--- src/rtl/core/cdsd_pkg.sv ---
`timescale 1ns / 1ps

package cdsd_pkg;

    typedef enum logic [2:0] {
        PH_IDLE,
        PH_HEADER,
        PH_DELTA,
        PH_FLAGS,
        PH_CODE,
        PH_DONE
    } phase_t;

    localparam logic [2:0] REC_HEADER = 3'd0;

    localparam logic [1:0] SEC_STATIC   = 2'd0;
    localparam logic [1:0] SEC_INSTANCE = 2'd1;
    localparam logic [1:0] SEC_DIRECT   = 2'd2;
    localparam logic [1:0] SEC_VIRTUAL  = 2'd3;

    typedef struct packed {
        logic [7:0] data_byte;
        logic       first_byte;
    } in_word_t;

    typedef struct packed {
        logic [2:0]  record_kind;
        logic [31:0] member_index;
        logic [31:0] entry_flags;
        logic [31:0] code_offset;
        logic [31:0] static_count;
        logic [31:0] instance_count;
        logic [31:0] direct_count;
        logic [31:0] virtual_count;
        logic [4:0]  record_bytes;
        logic [31:0] bytes_consumed;
        logic        last_of_item;
    } out_word_t;

endpackage

--- src/rtl/core/class_data_uleb_stream_decoder.sv ---
`timescale 1ns / 1ps

// Class data item decoder: takes one byte of the item per cycle on the byte channel while
// byte_ready is high and emits one word on the record channel for the header (four section
// counts) and for each field or method entry, with its running member index, flags, code
// offset and byte lengths. A byte with first_byte set restarts the parser; bytes before the
// first item and after the item ends are dropped. Parser state and any record register on the
// edge that ends the accepting cycle, the record going to the output register, or to the skid
// register when the output register holds a record not taken. This two-deep output stage lets
// bytes keep flowing while a record waits; byte_ready falls only when both hold a record.
module class_data_uleb_stream_decoder
    import cdsd_pkg::*;
(
    input  logic      clk,
    input  logic      rst_n,
    input  logic      byte_valid,
    output logic      byte_ready,
    input  in_word_t  byte_data,
    output logic      rec_valid,
    input  logic      rec_ready,
    output out_word_t rec_data
);

    phase_t      phase_reg, phase_next;
    logic [1:0]  sec_reg, sec_next;
    logic [31:0] acc_reg, acc_next;
    logic [2:0]  pos_reg, pos_next;
    logic [31:0] sizes_reg [4];
    logic [31:0] sizes_next [4];
    logic [31:0] remain_reg, remain_next;
    logic [31:0] index_reg, index_next;
    logic [31:0] flags_reg, flags_next;
    logic [31:0] item_cnt_reg, item_cnt_next;
    logic [4:0]  rec_cnt_reg, rec_cnt_next;

    out_word_t   out_reg, out_next;
    logic        out_valid_reg, out_valid_next;
    out_word_t   skid_reg, skid_next;
    logic        skid_valid_reg, skid_valid_next;

    // working copies after a possible restart
    phase_t      ph_c;
    logic [1:0]  sec_c;
    logic [31:0] acc_c;
    logic [2:0]  pos_c;
    logic [31:0] item_c;
    logic [4:0]  rec_c;

    logic        accept;
    logic        active;
    logic [31:0] merged;
    logic        done;
    logic [31:0] val;
    logic        push;
    out_word_t   res;
    logic        pop;

    logic [31:0] srch_sizes [4];
    logic [2:0]  srch_from;
    logic        srch_found;
    logic [1:0]  srch_sec;

    assign accept     = byte_valid && byte_ready;
    assign byte_ready = !skid_valid_reg;
    assign rec_valid  = out_valid_reg;
    assign rec_data   = out_reg;
    assign pop        = out_valid_reg && rec_ready;

    always_comb
    begin
        if (byte_data.first_byte)
        begin
            ph_c   = PH_HEADER;
            sec_c  = SEC_STATIC;
            acc_c  = 32'd0;
            pos_c  = 3'd0;
            item_c = 32'd0;
            rec_c  = 5'd0;
        end
        else
        begin
            ph_c   = phase_reg;
            sec_c  = sec_reg;
            acc_c  = acc_reg;
            pos_c  = pos_reg;
            item_c = item_cnt_reg;
            rec_c  = rec_cnt_reg;
        end

        active = accept && (ph_c != PH_IDLE) && (ph_c != PH_DONE);

        case (pos_c)
            3'd0: merged = acc_c | {25'd0, byte_data.data_byte[6:0]};
            3'd1: merged = acc_c | {18'd0, byte_data.data_byte[6:0], 7'd0};
            3'd2: merged = acc_c | {11'd0, byte_data.data_byte[6:0], 14'd0};
            3'd3: merged = acc_c | {4'd0, byte_data.data_byte[6:0], 21'd0};
            default: merged = acc_c | {byte_data.data_byte[3:0], 28'd0};
        endcase
        done = (pos_c >= 3'd4) || !byte_data.data_byte[7];
        val  = merged;

        // next non-empty section: from zero after the header, else after the current one
        for (int i = 0; i < 4; i++)
        begin
            srch_sizes[i] = sizes_reg[i];
        end
        if (ph_c == PH_HEADER)
        begin
            srch_sizes[3] = val;
            srch_from     = 3'd0;
        end
        else
        begin
            srch_from = {1'b0, sec_c} + 3'd1;
        end
        srch_found = 1'b0;
        srch_sec   = 2'd0;
        for (int i = 3; i >= 0; i--)
        begin
            if ((3'(i) >= srch_from) && (srch_sizes[i] != 32'd0))
            begin
                srch_found = 1'b1;
                srch_sec   = 2'(i);
            end
        end

        phase_next    = phase_reg;
        sec_next      = sec_reg;
        acc_next      = acc_reg;
        pos_next      = pos_reg;
        for (int i = 0; i < 4; i++)
        begin
            sizes_next[i] = sizes_reg[i];
        end
        remain_next   = remain_reg;
        index_next    = index_reg;
        flags_next    = flags_reg;
        item_cnt_next = item_cnt_reg;
        rec_cnt_next  = rec_cnt_reg;
        push          = 1'b0;
        res           = '0;

        if (accept && byte_data.first_byte)
        begin
            phase_next    = ph_c;
            sec_next      = sec_c;
            acc_next      = acc_c;
            pos_next      = pos_c;
            item_cnt_next = item_c;
            rec_cnt_next  = rec_c;
        end

        if (active)
        begin
            item_cnt_next = item_c + 32'd1;
            rec_cnt_next  = rec_c + 5'd1;
            res.record_bytes   = rec_c + 5'd1;
            res.bytes_consumed = item_c + 32'd1;
            if (!done)
            begin
                acc_next = merged;
                pos_next = pos_c + 3'd1;
            end
            else
            begin
                acc_next = 32'd0;
                pos_next = 3'd0;
                case (ph_c)
                    PH_HEADER:
                    begin
                        sizes_next[sec_c] = val;
                        if (sec_c != SEC_VIRTUAL)
                        begin
                            sec_next = sec_c + 2'd1;
                        end
                        else
                        begin
                            push                = 1'b1;
                            res.record_kind     = REC_HEADER;
                            res.static_count    = sizes_reg[0];
                            res.instance_count  = sizes_reg[1];
                            res.direct_count    = sizes_reg[2];
                            res.virtual_count   = val;
                        end
                    end
                    PH_DELTA:
                    begin
                        index_next = index_reg + val;
                        phase_next = PH_FLAGS;
                    end
                    PH_FLAGS:
                    begin
                        if (sec_c > SEC_INSTANCE)
                        begin
                            flags_next = val;
                            phase_next = PH_CODE;
                        end
                        else
                        begin
                            push            = 1'b1;
                            res.entry_flags = val;
                        end
                    end
                    PH_CODE:
                    begin
                        push            = 1'b1;
                        res.entry_flags = flags_reg;
                        res.code_offset = val;
                    end
                    default:
                    begin
                        push = 1'b0;
                    end
                endcase

                if (push)
                begin
                    rec_cnt_next = 5'd0;
                    flags_next   = 32'd0;
                    if (ph_c != PH_HEADER)
                    begin
                        res.record_kind  = {1'b0, sec_c} + 3'd1;
                        res.member_index = index_reg;
                        remain_next      = remain_reg - 32'd1;
                        phase_next       = PH_DELTA;
                    end
                    // advance to the next section when this one is exhausted
                    if ((ph_c == PH_HEADER) || (remain_reg == 32'd1))
                    begin
                        if (srch_found)
                        begin
                            sec_next    = srch_sec;
                            remain_next = srch_sizes[srch_sec];
                            index_next  = 32'd0;
                            phase_next  = PH_DELTA;
                        end
                        else
                        begin
                            phase_next       = PH_DONE;
                            res.last_of_item = 1'b1;
                        end
                    end
                end
            end
        end

        out_next        = out_reg;
        out_valid_next  = out_valid_reg;
        skid_next       = skid_reg;
        skid_valid_next = skid_valid_reg;
        if (!out_valid_reg || pop)
        begin
            if (skid_valid_reg)
            begin
                out_next        = skid_reg;
                out_valid_next  = 1'b1;
                skid_valid_next = 1'b0;
            end
            else
            begin
                out_next       = res;
                out_valid_next = push;
            end
        end
        else if (push)
        begin
            // hold the new record behind the waiting one
            skid_next       = res;
            skid_valid_next = 1'b1;
        end
    end

    always_ff @(posedge clk or negedge rst_n)
    begin
        if (!rst_n)
        begin
            phase_reg      <= PH_IDLE;
            sec_reg        <= 2'd0;
            acc_reg        <= 32'd0;
            pos_reg        <= 3'd0;
            remain_reg     <= 32'd0;
            index_reg      <= 32'd0;
            flags_reg      <= 32'd0;
            item_cnt_reg   <= 32'd0;
            rec_cnt_reg    <= 5'd0;
            out_valid_reg  <= 1'b0;
            skid_valid_reg <= 1'b0;
            for (int i = 0; i < 4; i++)
            begin
                sizes_reg[i] <= 32'd0;
            end
        end
        else
        begin
            phase_reg      <= phase_next;
            sec_reg        <= sec_next;
            acc_reg        <= acc_next;
            pos_reg        <= pos_next;
            remain_reg     <= remain_next;
            index_reg      <= index_next;
            flags_reg      <= flags_next;
            item_cnt_reg   <= item_cnt_next;
            rec_cnt_reg    <= rec_cnt_next;
            out_valid_reg  <= out_valid_next;
            skid_valid_reg <= skid_valid_next;
            for (int i = 0; i < 4; i++)
            begin
                sizes_reg[i] <= sizes_next[i];
            end
        end
    end

    always_ff @(posedge clk)
    begin
        out_reg  <= out_next;
        skid_reg <= skid_next;
    end

endmodule

--- config.mk ---
export PLATFORM = sky130hd
export DESIGN_NAME = class_data_uleb_stream_decoder
export DESIGN_NICKNAME = d
export VERILOG_FILES = /design/src/rtl/core/cdsd_pkg.sv /design/src/rtl/core/class_data_uleb_stream_decoder.sv
export SDC_FILE = /design/constraint.sdc
export NUM_CORES = 1
export LEC_CHECK = 0
export ABC_AREA = 1
export BUFFER_PORTS_ARGS = -buffer_cell sky130_fd_sc_hd__clkbuf_2
export CELL_PAD_IN_SITES_DETAIL_PLACEMENT = 0
export CELL_PAD_IN_SITES_GLOBAL_PLACEMENT = 2
export CORE_UTILIZATION = 38
export CTS_BUF_LIST = sky130_fd_sc_hd__clkbuf_8 sky130_fd_sc_hd__clkbuf_16
export DETAILED_ROUTE_END_ITERATION = 7
export PLACE_DENSITY_LB_ADDON = 0.25
export REMOVE_ABC_BUFFERS = 1
export SYNTH_ARGS = -nofsm -noshare
export SYNTH_HDL_FRONTEND = slang
export SYNTH_SLANG_ARGS = --single-unit
--- constraint.sdc ---
create_clock -name clk -period 38.8 [get_ports clk]
set_input_delay 7.76 -clock clk [delete_from_list [all_inputs] [get_ports clk]]
set_output_delay 7.76 -clock clk [all_outputs]
set_load 0.05 [all_outputs]
* Yosys cells after proc, flatten, opt, wreduce, memory -nomap -nowiden *
Index checks and enable logic that the tools add are counted.

operators by class
  $lt $le $gt $ge = 9
  reduce and logical (&&, ||, !) cells = 31
  multiply operators = 0
  div/mod/pow operators = 0
  add/subtract/negate cells = 7
  muxes and demuxes = 86
  bitwise operators = 8
  equality and inequality tests = 11
  shift-type cells = 0

operators by type and width
  kind                     number
  $mux W32                 23
  $mux W265                2
  $mux W128                2
  $mux W227                1
  $bwmux W128              1
  $pmux W32 S4             1
  $reduce_bool A32 Y1      4
  $mux W35                 2
  $bmux W32 S2             1
  $demux W32 S2            1
  $pmux W32 S2             1
  $mux W3                  14
  $add A32 B1 Y32 const B  1
  $add A32 B32 Y32         1
  $eq A32 B1 Y1 const B    1
  $or A32 B14 Y32          1
  $or A32 B21 Y32          1
  $or A32 B28 Y32          1
  $or A32 B32 Y32          1
  $or A32 B7 Y32           1
  $sub A32 B1 Y32 const B  1
  $mux W2                  13
  $mux W5                  5
  $mux W1                  17
  other kinds (28)         55

storage, ports and cells
  output and inout bits = 267
  memory bits (writable) = 0
  bits of input ports = 13
  register bits after elaboration = 833
  bits in latches = 0
  memories kept = 0
  logic and storage cells = 189
  memory bits (read-only) = 0

* Depth between registers and ports, before layout *
  depth after elaboration = 16
  gate-level depth with buffers = 33
  mapped depth without buffers = 27

* Least setup slack after synthesis *
No wires, ideal clock.

  path kind = input -> register
  from = in rec_ready
  to = reg skid_reg[0] in the netlist's numbering, enable pin
  data arrival time = 32.957 ns
  library setup time = 3.145 ns
  path buffers = 0
  slack = 2.698 ns
  stages = 3
  required time = 35.655 ns
  cells stage by stage = inv_1 > nand2_1 > nor2_1

on the way
  cells in the longest elaborated chain, start to end = 4

RTL lines
  item                         RTL line                               RTL
  start, declared              class_data_uleb_stream_decoder.sv:20   input logic rec_ready,
  $logic_and A1 B1 Y1          class_data_uleb_stream_decoder.sv:67   assign pop = out_valid_reg && rec_ready;
  $logic_or A1 B1 Y1           class_data_uleb_stream_decoder.sv:251  if (!out_valid_reg || pop)
  $not A1 Y1 (no line)         --
  $reduce_and A2 Y1 (no line)  --
  end signal, assigned         class_data_uleb_stream_decoder.sv:316  skid_reg <= skid_next;
  end, declared                class_data_uleb_stream_decoder.sv:38   out_word_t skid_reg, skid_next;

Every way passes these cells.
A chain may end at the register's enable or synchronous reset.

* Worst setup path in the final report *
  from = in byte_data[0] in the netlist's numbering
  to = reg skid_reg[56] in the netlist's numbering, enable pin

on the way
  cells in the longest elaborated chain, start to end = 9
  elaborated cells on any way between the ends = 22
  those cells by class = 2 x order compare; 5 x eq/ne; 10 x mux; 5 x reduce/logical

RTL lines
  item                                          RTL line                                                                      RTL
  start, declared                               class_data_uleb_stream_decoder.sv:18                                          input in_word_t byte_data,
  $mux W2                                       class_data_uleb_stream_decoder.sv:71                                          if (byte_data.first_byte)
  $gt A2 B1 Y1 or $ne A2 B2 Y1 (tied branches)  class_data_uleb_stream_decoder.sv:193, class_data_uleb_stream_decoder.sv:172
  $mux W1, on equally long branches             class_data_uleb_stream_decoder.sv:193, class_data_uleb_stream_decoder.sv:172
  $pmux W1 S3                                   class_data_uleb_stream_decoder.sv:168                                         case (ph_c)
  $mux W1                                       class_data_uleb_stream_decoder.sv:159                                         if (!done)
  $mux W1                                       class_data_uleb_stream_decoder.sv:153                                         if (active)
  $mux W1                                       class_data_uleb_stream_decoder.sv:159
  $mux W1 (*)                                   class_data_uleb_stream_decoder.sv:153
  $reduce_and A2 Y1 (no line) (*)               --

Every way passes the cells marked *; elsewhere a longest branch is shown, timed or not. The select of a mux whose other input is x is not followed.

==> results.rst <==
.. list-table::
   :header-rows: 1

   * - Metric
     - Value
   * - Antenna Cells
     - 0
   * - Transition time at the pin with the least slew margin
     - 1.02 ns
   * - Global routing met3 resource utilization
     - 4.12%
   * - Register clock-pin slew on the reported worst setup and hold paths
     - 0.06 ns
   * - Clock tree from TritonCTS
     - done
   * - Worst clock skew on the final layout
     - 0.0282 ns
   * - Global routing usage on met1
     - 32.7%
   * - Largest area contributor in the netlist
     - sky130_fd_sc_hd__edfxtp_1
   * - DRC Markers
     - 0
   * - Y dimension of the die
     - 320 um
   * - Chip Width
     - 320 um
   * - Number of standard-cell rows in the floorplan
     - 116
   * - Cell-by-cell trace of the critical path
     - clkbuf_2 -> buf_4 -> nor2_2 -> nor2_4 -> nand2_1 -> and3_2 -> inv_2 -> nor2_4 -> inv_2 -> nor2_2 -> buf_4 -> inv_2 -> buf_4 -> nor2_4 -> buf_4 -> buf_4
   * - First-iteration detailed-routing DRC count
     - 2500
   * - Die area
     - 103000 um^2
   * - Hold-fix buffer count after cts
     - 0
   * - Final routed wirelength across all metal layers
     - 118 mm
   * - Largest fanout on the critical path
     - 70
   * - Cell seen most often among critical-path stages
     - sky130_fd_sc_hd__buf_4
   * - Ranking of synthesized cells by area
     - sky130_fd_sc_hd__edfxtp_1 (41%), sky130_fd_sc_hd__dfrtp_1 (20%), sky130_fd_sc_hd__nand2_1 (10%)
   * - WL/cell
     - 20.2 um
   * - Via Count
     - 29100
   * - Number of slew-limit violations in the final report
     - 0
   * - Clock period minus final worst setup slack
     - 13.01 ns
   * - Class of the tightest hold or removal check
     - reg2reg
   * - Total Nets Final
     - 4441
   * - Cell with the largest stage delay on the worst path
     - sky130_fd_sc_hd__buf_4
   * - Launching element type of the critical path
     - input port
   * - Post-CTS setup repair buffer count
     - 0
   * - H-tree depth
     - 3
   * - Post-synthesis mux area share
     - 0%
   * - Synth-to-layout area growth
     - 14.9%
   * - Met2 layer usage reported by global route
     - 35.9%
   * - Status
     - finished, final reports clean
   * - Worst EP arrival
     - 13.28 ns
   * - Required time of the critical path
     - 39.07 ns
   * - Count of state elements after synthesis
     - 833
   * - Worst slew slack as a fraction of its limit
     - 31.9%
   * - Combined area of all synthesized cells
     - 38500 um^2
   * - Input/output buffers
     - 279
   * - Maximum clock frequency
     - 0.0769 GHz
   * - Unrepaired setup endpoints after global routing
     - false
   * - Top-level port count
     - 280
   * - Maximum number of pins on one net before global-route repair
     - 144
   * - Total clock sinks
     - 833
   * - Antenna viol nets, final
     - 0
   * - Synth Area in Adders
     - 1.48%
   * - Root cell of the clock tree
     - sky130_fd_sc_hd__clkbuf_16
   * - Final critical-path share of the clock period
     - 33.5%
   * - Detail Placement HPWL
     - 79.3 mm
   * - Aggregate negative setup slack
     - 0 ns
   * - Power per unit of standard cell area
     - 60.5 nW/um^2
   * - Global route hottest layer
     - met2
   * - Clk Latency, worst-skew pair
     - 0.68 ns
   * - Compound-cell area share of the yosys netlist
     - 9.22%
   * - Critical path's largest stage delay
     - 0.81 ns
   * - Final weighted congestion in routability-driven placement
     - 0.875
   * - Leakage component of the power
     - 19.6 nW
   * - Final core utilization
     - 44.1%
   * - Synthesized-area fraction occupied by xor and xnor cells
     - 0.978%
   * - Overflow left after global routing
     - 0
   * - Starting density of the core
     - 38.4%
   * - Share of synthesized cell area in and, or, nand and nor gates
     - 20.1%
   * - CTS Buf Count
     - 93
   * - Clock buffer depth
     - 3
   * - Number of antenna violations at the first check in global routing
     - 7
   * - Fraction of layout cells with a size suffix above 1
     - 11.9%
   * - Mean area per synthesized cell
     - 9.24 um^2
   * - Asr flop ratio synth
     - 36.4%
   * - Via count of the first global-routing pass
     - 27900
   * - Worst VDD drop
     - 0.0000573 V
   * - Final hold viol count
     - 0
   * - Synth top area share
     - 41.3%
   * - Count of flip-flops with a built-in enable after synthesis
     - 530
   * - Cell count after synthesis
     - 4170
   * - Vias per cell
     - 5.00
   * - Sequential-to-total area share from yosys stat
     - 61.0%
   * - Core ar.
     - 100000 um^2
   * - Resized Gates After CTS
     - 0
   * - Detailed-routing iteration count for the pre-antenna-repair pass
     - 6
   * - Dominant combinational cell family by area after synthesis
     - simple AND/OR/NAND/NOR gates
   * - First-pass GRT wire length
     - 178 mm
   * - Kind of critical path
     - in2reg
   * - Setup violations, final
     - 0
   * - Setup slack of the worst register-to-register path
     - 32.39 ns
   * - GRT Total Usage
     - 22.9%
   * - Final Hold Slack
     - 0.473 ns
   * - Yosys warning total
     - 0
   * - Kind of end point of the critical path
     - register
   * - Maximum capacitance violations
     - 0
   * - Ys flop type
     - sky130_fd_sc_hd__edfxtp_1
   * - Count of unique library cells instantiated by Yosys
     - 50
Yosys cell counts, types with 33 or more instances:
master,count
sky130_fd_sc_hd__o22ai_1,37
sky130_fd_sc_hd__ha_1,44
sky130_fd_sc_hd__o31ai_1,33
sky130_fd_sc_hd__nor2_1,481
sky130_fd_sc_hd__a21oi_1,92
sky130_fd_sc_hd__nand3_1,237
sky130_fd_sc_hd__nor3_1,33
sky130_fd_sc_hd__buf_2,40
sky130_fd_sc_hd__edfxtp_1,530
sky130_fd_sc_hd__dfrtp_1,303
sky130_fd_sc_hd__clkbuf_1,137
sky130_fd_sc_hd__nand2_1,1056
sky130_fd_sc_hd__inv_1,464
sky130_fd_sc_hd__o21ai_0,419
area by class of cell:
type	instances	area, um^2
multi-input combinational	2640	12300
inverter	479	1810
sequential	833	23500
fill	9875	56000
tap	1357	1700
timing repair buffer	336	1830
clock inverter	71	588
clock buffer	104	2510
power breakdown:
part	leakage [nW]	switching (mW)	internal, mW	total [mW]
Clock	1.58	0.376	0.524	0.900
Combinational	8.16	0.499	0.180	0.679
Sequential	9.81	0.0654	1.03	1.10
layer usage:
layer	wire length, um	part of all wire, %
met5	69	0.059
met4	1970	1.7
met3	6320	5.4
met2	54500	46
met1	55000	47
metrics by stage:
stage	total power [mW]	instances	area, um^2	setup slack [ns]
global route	2.82	5820	44300	25.31
floorplan	1.55	3952	37500	2.70
CTS	2.70	5820	44300	25.69
detailed placement	1.79	5645	41200	24.97
global placement	1.79	5645	41200	25.08
finish	2.68	5820	44300	25.79
worst max-delay path, delay by kind of cell:
kind	cells	cell delay (ns)
buffers and inverters	9	3.02
and+or+nand+nor	7	2.18
cell families (layout without fill, tap and decap cells):
logic type	Yosys count	in the layout
buffers and inverters	697	990
flip-flops	833	833
AND/OR/NAND/NOR	1894	1894
XOR/XNOR	43	43
adder cells (fa/ha/maj)	45	45
AO/OA/AOI/OAI	658	658
placed cells by master (no fill, tap or decap), types with 14 or more instances in the layout:
cell and n:
sky130_fd_sc_hd__edfxtp_1 530, sky130_fd_sc_hd__ha_1 44, sky130_fd_sc_hd__clkinv_1 15, sky130_fd_sc_hd__clkinv_2 14, sky130_fd_sc_hd__clkbuf_16 96, sky130_fd_sc_hd__buf_4 57
sky130_fd_sc_hd__o31ai_1 33, sky130_fd_sc_hd__xnor2_1 17, sky130_fd_sc_hd__nor3_1 33, sky130_fd_sc_hd__nand3_1 237, sky130_fd_sc_hd__nor4_1 29, sky130_fd_sc_hd__nand4_1 29
sky130_fd_sc_hd__xor2_1 26, sky130_fd_sc_hd__clkbuf_2 278, sky130_fd_sc_hd__dfrtp_1 302, sky130_fd_sc_hd__o22ai_1 37, sky130_fd_sc_hd__nand2_1 1049, sky130_fd_sc_hd__o21ai_1 25
sky130_fd_sc_hd__o211ai_1 14, sky130_fd_sc_hd__nor2_1 479, sky130_fd_sc_hd__o21ai_0 418, sky130_fd_sc_hd__a21oi_1 91, sky130_fd_sc_hd__inv_1 486
path summary, 6_finish.rpt:
check                                             from                      endpoint  cells past startpoint
min reg2reg                item_cnt_reg[1]$_DFFE_PN0P_   item_cnt_reg[1]$_DFFE_PN0P_                      2
min                        item_cnt_reg[1]$_DFFE_PN0P_   item_cnt_reg[1]$_DFFE_PN0P_                      2
min in group asynchronous                        rst_n  item_cnt_reg[15]$_DFFE_PN0P_                      1
max reg2reg                 skid_valid_reg$_DFFE_PN0P_        skid_reg[56]$_DFFE_PP_                     12
max                                       byte_data[0]        skid_reg[56]$_DFFE_PP_                     16
max in group asynchronous                        rst_n     sizes_reg[75]$_DFFE_PN0P_                      3
No activity file was read; power rests on OpenSTA's default activity.
